## src/rtl/ucv_pkg.sv

```systemverilog
// Shared types, constants and status codes of the UDP checksum checker.
package ucv_pkg;

    localparam logic [7:0]  PROTO_UDP = 8'h11;
    localparam logic [15:0] COUNT_MAX = 16'hFFFF;

    localparam logic [1:0] ST_GOOD      = 2'd0;
    localparam logic [1:0] ST_NOT_UDP   = 2'd1;
    localparam logic [1:0] ST_BAD       = 2'd2;
    localparam logic [1:0] ST_TRUNCATED = 2'd3;

    typedef struct packed {
        logic [7:0] data_byte;
        logic       last_byte;
    } t_in;

    typedef struct packed {
        logic [15:0] byte_count;
        logic [5:0]  header_bytes;
        logic [7:0]  protocol_seen;
        logic [15:0] segment_length;
        logic [15:0] running_sum;
        logic        check_nonzero;
    } t_snap;

endpackage

```

## src/rtl/ucv_if.sv

```systemverilog
// Valid/ready channel interfaces for packet bytes and check status.
interface ucv_in_if;
    logic       valid;
    logic       ready;
    logic [7:0] data_byte;
    logic       last_byte;

    modport source (output valid, output data_byte, output last_byte, input ready);
    modport sink   (input valid, input data_byte, input last_byte, output ready);
endinterface

interface ucv_out_if;
    logic       valid;
    logic       ready;
    logic [1:0] status;

    modport source (output valid, output status, input ready);
    modport sink   (input valid, input status, output ready);
endinterface

```

## src/rtl/ucv_state.sv

```systemverilog
// Per-byte header parsing and ones' complement accumulation, with packet snapshot.
module ucv_state (
    input  logic            i_clk,
    input  logic            i_rst_n,
    input  logic            i_valid,
    output logic            o_ready,
    input  ucv_pkg::t_in    i_data,
    output logic            o_snap_valid,
    input  logic            i_snap_ready,
    output ucv_pkg::t_snap  o_snap
);

    logic [15:0] r_count;
    logic [5:0]  r_hdr;
    logic [7:0]  r_proto;
    logic [15:0] r_seglen;
    logic [15:0] r_sum;
    logic [7:0]  r_hold;
    logic        r_cnz;
    logic        r_snap_valid;
    ucv_pkg::t_snap r_snap;

    logic        a_fire;
    logic        upd;
    logic [7:0]  b;
    logic [5:0]  h_now;
    logic        ge_h;
    logic [15:0] ph;
    logic [15:0] v;
    logic        pseudo;
    logic        in_seg;
    logic [17:0] add_sum;
    logic [17:0] s1;
    logic [16:0] fold1;
    logic [16:0] fold2;
    ucv_pkg::t_snap n_state;
    logic [7:0]  n_hold;

    assign b       = i_data.data_byte;
    assign o_ready = !i_data.last_byte || !r_snap_valid || i_snap_ready;
    assign a_fire  = i_valid && o_ready;
    assign upd     = (r_count != ucv_pkg::COUNT_MAX);

    always_comb begin
        h_now   = (r_count == 16'd0) ? {b[3:0], 2'b00} : r_hdr;
        ge_h    = (r_count >= {10'd0, h_now});
        ph      = r_count - {10'd0, h_now};
        v       = r_count[0] ? {8'd0, b} : {b, 8'd0};
        pseudo  = (r_count >= 16'd12) && (r_count <= 16'd19);
        in_seg  = ge_h && ((ph < 16'd6) || (ph < r_seglen));
        add_sum = (pseudo ? {2'd0, v} : 18'd0)
                + (in_seg ? {2'd0, v} : 18'd0)
                + ((ge_h && ph == 16'd5) ? {2'd0, r_hold, b} : 18'd0);
        s1      = {2'd0, r_sum} + add_sum;
        fold1   = {1'b0, s1[15:0]} + {15'd0, s1[17:16]};
        fold2   = {1'b0, fold1[15:0]} + {16'd0, fold1[16]};

        n_state.byte_count     = r_count;
        n_state.header_bytes   = r_hdr;
        n_state.protocol_seen  = r_proto;
        n_state.segment_length = r_seglen;
        n_state.running_sum    = r_sum;
        n_state.check_nonzero  = r_cnz;
        n_hold                 = r_hold;
        if (upd) begin
            n_state.byte_count   = r_count + 16'd1;
            n_state.header_bytes = h_now;
            n_state.running_sum  = fold2[15:0];
            if (r_count == 16'd9) begin
                n_state.protocol_seen = b;
            end
            if (ge_h && ph == 16'd4) begin
                n_hold = b;
            end
            if (ge_h && ph == 16'd5) begin
                n_state.segment_length = {r_hold, b};
            end
            if (ge_h && (ph == 16'd6 || ph == 16'd7) && b != 8'd0) begin
                n_state.check_nonzero = 1'b1;
            end
        end
    end

    always_ff @(posedge i_clk) begin
        if (!i_rst_n) begin
            r_count      <= '0;
            r_hdr        <= '0;
            r_proto      <= '0;
            r_seglen     <= '0;
            r_sum        <= '0;
            r_hold       <= '0;
            r_cnz        <= 1'b0;
            r_snap_valid <= 1'b0;
        end else begin
            if (a_fire && i_data.last_byte) begin
                r_snap_valid <= 1'b1;
            end else if (i_snap_ready) begin
                r_snap_valid <= 1'b0;
            end
            if (a_fire) begin
                if (i_data.last_byte) begin
                    r_count      <= '0;
                    r_hdr        <= '0;
                    r_proto      <= '0;
                    r_seglen     <= '0;
                    r_sum        <= '0;
                    r_hold       <= '0;
                    r_cnz        <= 1'b0;
                end else begin
                    r_count  <= n_state.byte_count;
                    r_hdr    <= n_state.header_bytes;
                    r_proto  <= n_state.protocol_seen;
                    r_seglen <= n_state.segment_length;
                    r_sum    <= n_state.running_sum;
                    r_hold   <= n_hold;
                    r_cnz    <= n_state.check_nonzero;
                end
            end
        end
    end

    always_ff @(posedge i_clk) begin
        if (a_fire && i_data.last_byte) begin
            r_snap <= n_state;
        end
    end

    assign o_snap_valid = r_snap_valid;
    assign o_snap       = r_snap;

    a_last_clears: assert property (@(posedge i_clk) disable iff (!i_rst_n)
        a_fire && i_data.last_byte |=> r_count == 16'd0 && r_sum == 16'd0 && !r_cnz)
        else $error("state not cleared after final byte");

    a_count_step: assert property (@(posedge i_clk) disable iff (!i_rst_n)
        a_fire && !i_data.last_byte && upd |=> r_count == $past(r_count) + 16'd1)
        else $error("byte count did not advance");

    a_sum_folded: assert property (@(posedge i_clk) disable iff (!i_rst_n)
        a_fire && upd |-> fold2[16] == 1'b0)
        else $error("running sum fold overflow");

    a_snap_held: assert property (@(posedge i_clk) disable iff (!i_rst_n)
        r_snap_valid && !i_snap_ready |=> r_snap_valid && $stable(r_snap))
        else $error("snapshot lost while stalled");

endmodule

```

## src/rtl/ucv_decide.sv

```systemverilog
// Status decision from a finished packet snapshot into the result register.
module ucv_decide (
    input  logic            i_clk,
    input  logic            i_rst_n,
    input  logic            i_snap_valid,
    output logic            o_snap_ready,
    input  ucv_pkg::t_snap  i_snap,
    output logic            o_valid,
    input  logic            i_ready,
    output logic [1:0]      o_status
);

    logic        r_valid;
    logic [1:0]  r_status;
    logic [1:0]  n_status;
    logic [16:0] hdr_plus6;
    logic [16:0] need_sum;
    logic [16:0] need;
    logic [16:0] fin1;
    logic [16:0] fin2;
    logic        s_fire;

    assign o_snap_ready = !r_valid || i_ready;
    assign s_fire       = i_snap_valid && o_snap_ready;

    always_comb begin
        hdr_plus6 = {11'd0, i_snap.header_bytes} + 17'd6;
        need_sum  = {11'd0, i_snap.header_bytes} + {1'b0, i_snap.segment_length};
        need      = (need_sum < 17'd20) ? 17'd20 : need_sum;
        fin1      = {1'b0, i_snap.running_sum} + {9'd0, ucv_pkg::PROTO_UDP};
        fin2      = {1'b0, fin1[15:0]} + {16'd0, fin1[16]};
        priority if (i_snap.byte_count < 16'd10) begin
            n_status = ucv_pkg::ST_TRUNCATED;
        end else if (i_snap.protocol_seen != ucv_pkg::PROTO_UDP) begin
            n_status = ucv_pkg::ST_NOT_UDP;
        end else if ({1'b0, i_snap.byte_count} < hdr_plus6) begin
            n_status = ucv_pkg::ST_TRUNCATED;
        end else if (i_snap.segment_length < 16'd8) begin
            n_status = ucv_pkg::ST_BAD;
        end else if ({1'b0, i_snap.byte_count} < need) begin
            n_status = ucv_pkg::ST_TRUNCATED;
        end else if (!i_snap.check_nonzero) begin
            n_status = ucv_pkg::ST_GOOD;
        end else if (fin2[15:0] == 16'hFFFF) begin
            n_status = ucv_pkg::ST_GOOD;
        end else begin
            n_status = ucv_pkg::ST_BAD;
        end
    end

    always_ff @(posedge i_clk) begin
        if (!i_rst_n) begin
            r_valid <= 1'b0;
        end else if (s_fire) begin
            r_valid <= 1'b1;
        end else if (i_ready) begin
            r_valid <= 1'b0;
        end
    end

    always_ff @(posedge i_clk) begin
        if (s_fire) begin
            r_status <= n_status;
        end
    end

    assign o_valid  = r_valid;
    assign o_status = r_status;

    a_fire_loads: assert property (@(posedge i_clk) disable iff (!i_rst_n)
        s_fire |=> r_valid && r_status == $past(n_status))
        else $error("result register not loaded");

    a_short_trunc: assert property (@(posedge i_clk) disable iff (!i_rst_n)
        s_fire && i_snap.byte_count < 16'd10 |=> r_status == ucv_pkg::ST_TRUNCATED)
        else $error("short packet not reported truncated");

endmodule

```

## src/rtl/udp_checksum_verify_core.sv

```systemverilog
// Top level of the UDP checksum checker: input register, state stage, decision stage.
//
// Usage: IPv4 packet bytes enter on i_in (valid/ready), header first with the
// Ethernet header already removed; last_byte marks the final byte of a packet.
// One status transaction leaves on o_out for each packet, none for other bytes:
// 0 checksum good, 1 not UDP, 2 checksum bad, 3 truncated.
// Throughput: one byte per clock cycle while i_in.ready stays high, packets back to back with no gap.
// The status of a packet passes from the transaction carrying its final byte
// through the input register, the snapshot register and the status register
// in turn; a stall of the snapshot or the receiver can hold it between them.
// The per-byte accumulation is a single end-around-carry add with two folds.
// Reset (i_rst_n low, synchronous) empties all stages and clears packet state.
// When the receiver stalls, the status is held; bytes of the next packet keep
// flowing, and a further final byte waits in a snapshot register; only a third
// pending final byte stops i_in.ready.
module udp_checksum_verify_core (
    input  logic         i_clk,
    input  logic         i_rst_n,
    ucv_in_if.sink       i_in,
    ucv_out_if.source    o_out
);

    logic           r_a_valid;
    ucv_pkg::t_in   r_a;
    logic           st_ready;
    logic           snap_valid;
    logic           snap_ready;
    ucv_pkg::t_snap snap;
    logic           in_fire;

    assign i_in.ready = !r_a_valid || st_ready;
    assign in_fire    = i_in.valid && i_in.ready;

    always_ff @(posedge i_clk) begin
        if (!i_rst_n) begin
            r_a_valid <= 1'b0;
        end else if (in_fire) begin
            r_a_valid <= 1'b1;
        end else if (st_ready) begin
            r_a_valid <= 1'b0;
        end
    end

    always_ff @(posedge i_clk) begin
        if (in_fire) begin
            r_a.data_byte <= i_in.data_byte;
            r_a.last_byte <= i_in.last_byte;
        end
    end

    ucv_state u_state (
        .i_clk        (i_clk),
        .i_rst_n      (i_rst_n),
        .i_valid      (r_a_valid),
        .o_ready      (st_ready),
        .i_data       (r_a),
        .o_snap_valid (snap_valid),
        .i_snap_ready (snap_ready),
        .o_snap       (snap)
    );

    ucv_decide u_decide (
        .i_clk        (i_clk),
        .i_rst_n      (i_rst_n),
        .i_snap_valid (snap_valid),
        .o_snap_ready (snap_ready),
        .i_snap       (snap),
        .o_valid      (o_out.valid),
        .i_ready      (o_out.ready),
        .o_status     (o_out.status)
    );

endmodule

```

## src/flat_wrapper.sv

```systemverilog
// flat-port wrapper written by rule: the top's interface ports become plain ports
module udp_checksum_verify_core_flat 
  (i_clk, i_rst_n, i_in_valid, i_in_data_byte, i_in_last_byte, i_in_ready, o_out_valid, o_out_status, o_out_ready);
  ucv_in_if i_in_i ();
  ucv_out_if o_out_i ();
  input  logic i_clk;
  input  logic i_rst_n;
  input wire logic [$bits(i_in_i.valid)-1:0] i_in_valid;
  input wire logic [$bits(i_in_i.data_byte)-1:0] i_in_data_byte;
  input wire logic [$bits(i_in_i.last_byte)-1:0] i_in_last_byte;
  output wire logic [$bits(i_in_i.ready)-1:0] i_in_ready;
  output wire logic [$bits(o_out_i.valid)-1:0] o_out_valid;
  output wire logic [$bits(o_out_i.status)-1:0] o_out_status;
  input wire logic [$bits(o_out_i.ready)-1:0] o_out_ready;
  assign i_in_i.valid = i_in_valid;
  assign i_in_i.data_byte = i_in_data_byte;
  assign i_in_i.last_byte = i_in_last_byte;
  assign i_in_ready = i_in_i.ready;
  assign o_out_valid = o_out_i.valid;
  assign o_out_status = o_out_i.status;
  assign o_out_i.ready = o_out_ready;
  udp_checksum_verify_core u_core (.i_clk(i_clk), .i_rst_n(i_rst_n), .i_in(i_in_i), .o_out(o_out_i));
endmodule
```

## config.mk

```make
export PLATFORM = sky130hd
export DESIGN_NAME = udp_checksum_verify_core_flat
export DESIGN_NICKNAME = d
export VERILOG_FILES = /design/src/rtl/ucv_pkg.sv /design/src/rtl/ucv_if.sv /design/src/rtl/ucv_state.sv /design/src/rtl/ucv_decide.sv /design/src/rtl/udp_checksum_verify_core.sv /design/src/flat_wrapper.sv
export SDC_FILE = /design/constraint.sdc
export NUM_CORES = 1
export LEC_CHECK = 0
export ABC_AREA = 1
export BUFFER_PORTS_ARGS = -buffer_cell sky130_fd_sc_hd__buf_4
export CAP_MARGIN = 20
export CORE_ASPECT_RATIO = 1.5
export CORE_MARGIN = 2
export CORE_UTILIZATION = 50
export DETAILED_ROUTE_END_ITERATION = 8
export PLACE_DENSITY = 0.65
export SLEW_MARGIN = 15
export SYNTH_ARGS = -nofsm -noshare
export SYNTH_HDL_FRONTEND = slang
export SYNTH_SLANG_ARGS = --single-unit
```

## constraint.sdc

```tcl
create_clock -name i_clk -period 10.65 [get_ports i_clk]
set_clock_uncertainty 0.05 [all_clocks]
set_input_delay 0.5325 -clock i_clk [delete_from_list [all_inputs] [get_ports i_clk]]
set_output_delay 0.5325 -clock i_clk [all_outputs]
set_load 0.01 [all_outputs]
```

==> out/summary.txt <==
number of cells on the worst reg-to-reg path: 65
Synth Area in Adders: 14.4%
sum of net half-perimeters after detailed placement: 24400 um
top_reg_cell synth: edfxtp_1
WL/cell: 16.3 um
post-route antenna net violation count: 0
number of nets in the final layout: 1746
maximum cell stage delay along the critical path: 0.53 ns
syn avg cell area: 7.24 sq um
combined global-route utilization of all metal layers: 26.2%
vertical extent of the die: 190 um
flop and latch count out of synthesis: 148
number of global-route vias before repair: 9946
CP startpoint kind: flop
fraction of the mapped netlist area in simple logic gates: 29.7%
share of async-settable or async-resettable flops after synthesis: 0%
achievable clock frequency: 99.6 MHz
Site Rows: 68
list of most frequent post-synthesis cells: 388 x nand2_1, 266 x inv_1, 148 x nor2_1
data arrival at the endpoint of the critical path: 10.18 ns
final weighted congestion of routability-driven global placement: 0.932
Fill cells: 2151
post-route setup TNS: 0 ns
largest area contributor in the netlist: edfxtp_1
Yosys warning total: 0
number of search-and-repair iterations in the first detailed-routing pass: 6
Max Slew Vio Count: 0
endpoint of the most critical setup path: u_core.u_state.o_snap[15]
cell with the largest stage delay on the worst path: fa_1
EDFF count, synth: 74
count of vias placed by the detailed router: 10317
Setup crit end kind: flop
proportion of netlist area held by the largest area contributor: 19.3%
overall power: 1.35 mW
count of input and output buffers: 16
count of final hold-check violations: 0
area added between synthesis and finish: 13.6%
run status: finished, final reports clean
sequential-to-total area share from yosys stat: 32.2%
average via count per standard cell: 5.39
global-route wire length before repair: 49100 um
worst-path maximum fanout: 8
Boundary Pins: 17
clock transition time at the flip-flop clock pins of the worst setup and hold paths: 0.06 ns
clock tree from TritonCTS: yes
startpoint of the worst setup timing path: u_core.u_state.r_count[7]
antenna fix cells: 0
area after detailed placement: 11900 sq um
clock root buffer: clkbuf_16
worst-margin pin slew: 0.761 ns
x dimension of the die: 128 um
worst r2r src: u_core.u_state.r_count[7]
total power per unit cell area: 103 nW/um^2
hold_buf cts: 0
maximum number of pins on one net before global-route repair: 64
endpoint required time on the critical path: 10.80 ns
fraction of the cycle the final worst path needs: 94.3%
most repeated library cell on the critical path: nand2_1
Clock Tree Buf Depth: 2
worst r2r dst: u_core.u_state.o_snap[15]
proportion of synthesized area in mux cells: 0%
total detailed-routing wirelength: 31200 um
Min-Delay Path Class: input pin to flop
nets in the synthesized netlist: 1713
CTS H-tree lvls: 4
post-route cell area: 13100 sq um
critical path type: flop to flop
total congestion overflow: 0
unique cell type count in the Yosys netlist: 49
drc violations: 0
most repeated cell in the gate-level netlist after synthesis: nand2_1
area of the core: 22800 sq um
number of max-cap violations: 0
synthesized-area fraction occupied by ao, oa, aoi and oai cells: 9.17%
number of clock buffers inserted by TritonCTS: 17
Clock Sink Count: 148
DR iter-0 viols: 675
setup slack, reg-to-reg: 0.61 ns
VDD IR max: 0.0000976 V
post-synthesis instance total: 1589
fraction of layout cells with a size suffix above 1: 12.5%
Syn Std Cell Area: 11500 sq um
time the final worst path needs with I/O delays and setup: 10.04 ns
LEAKAGE: 5.71 nW
Die Footprint: 24200 sq um
starting utilization of the core area: 50.4%
setup violation total in the final timing report: 0
number of antenna violations at the first check in global routing: 0
worst-skew pair later-pin latency: 0.44 ns
worst slew margin relative to its limit: 49.2%
largest cells by area after synthesis: edfxtp_1 19%, dfxtp_1 13%, nand2_1 13%
dominant combinational cell family by area after synthesis: simple AND/OR/NAND/NOR gates
area share of xor/xnor cells in the synthesized design: 4.04%
## cell families after synthesis
kind of cell	after synthesis
fa+ha+maj	111
simple gates	772
xor+xnor	53
flops	148
buf+inv	310
compound gates	195
## through the flow
stage	hold WS (ns)	setup WS, ns	util [%]	cells
6_report	0.220	0.611	57.3	1915
3_3_place_gp	0.402	0.481	52.3	1864
4_1_cts	0.210	0.223	55.0	1896
3_5_place_dp	0.405	0.304	52.3	1864
2_1_floorplan	0.387	1.28	-	1589
5_1_grt	0.216	-0.101	57.3	1915
## where the power goes
group	internal, mW	switching [mW]	leakage [nW]	total [mW]
registers	0.605	0.00976	1.31	0.615
logic	0.0419	0.0761	4.11	0.118
clock network	0.372	0.242	0.283	0.614
## cells in the final DEF, fill, tap and decap left out, drive strengths merged, types with 19 or more instances in the layout
master,Yosys,routed
inv,268,267
nor3,19,19
nand3,98,98
edfxtp,74,74
a21oi,119,119
dfxtp,74,74
nor2,165,165
nand4,47,47
nand2,398,398
buf,9,54
o21ai,52,52
fa,35,35
ha,76,76
xor2,41,41
## flip-flops by register name (all words and copies together) (netlist names)
| signal | cells |
|---|---|
| u_core.u_state.o_snap | 63 |
| u_core.u_state.r_hold | 8 |
| u_core.r_a_valid | 1 |
| u_core.u_state.r_sum | 16 |
| u_core.u_decide.o_status | 2 |
| u_core.u_state.r_seglen | 16 |
| u_core.u_decide.o_valid | 1 |
| u_core.u_state.r_count | 16 |
| u_core.u_state.r_hdr | 6 |
| u_core.u_state.r_proto | 8 |
| u_core.u_state.r_cnz | 1 |
| u_core.u_state.o_snap_valid | 1 |
| u_core.r_a | 9 |
## what timing repair did
item                                   CTS  global route
setup buffers                            0            19
gates resized for setup                  0            88
endpoints found under the hold margin    0             0
setup endpoints to repair                0            25
## cell type report
class | instances | area (sq um) | area share (%)
sequential | 148 | 3710 | 28.4
timing repair buffer | 54 | 422 | 3.23
inverter | 270 | 1020 | 7.79
clock buffer | 18 | 439 | 3.36
tap | 280 | 350 | 2.68
clock inverter | 14 | 161 | 1.24
multi-input combinational | 1131 | 6960 | 53.3
## how the worst min path moves through the flow
| stage | startpoint | endpoint | slack, ns | cells past startpoint |
|---|---|---|---|---|
| 6_report | i_in_data_byte[3] | u_core.r_a[4] | 0.22 | 1 |
| 5_1_grt | i_in_data_byte[3] | u_core.r_a[4] | 0.22 | 1 |
| 4_1_cts | i_in_data_byte[3] | u_core.r_a[4] | 0.21 | 1 |
| 3_5_place_dp | u_core.u_state.r_sum[12] | u_core.u_state.r_sum[12] | 0.41 | 2 |
| 3_3_place_gp | u_core.u_state.r_proto[7] | u_core.u_state.r_proto[7] | 0.40 | 2 |
| 2_1_floorplan | u_core.u_state.r_hdr[0] | u_core.u_state.r_hdr[0] | 0.39 | 2 |
## critical path, delay by kind of cell, from the launching register on
kind | cells | cell delay [ns]
fa+ha+maj | 9 | 2.79
simple gates | 38 | 4.08
buf+inv | 7 | 0.78
compound gates | 9 | 1.41
xor+xnor | 2 | 0.33
flops | 1 | 0.34
## routing by layer
layer / up-vias / track usage (%) / part of all wire, %
li1: 5178 / - / -
met2: 249 / 49.6 / 53
met4: 0 / 14.0 / 5.5
met3: 83 / 2.98 / 3.7
met5: - / 0 / 0
met1: 4807 / 28.0 / 38
No activity file was read; power rests on OpenSTA's default activity.
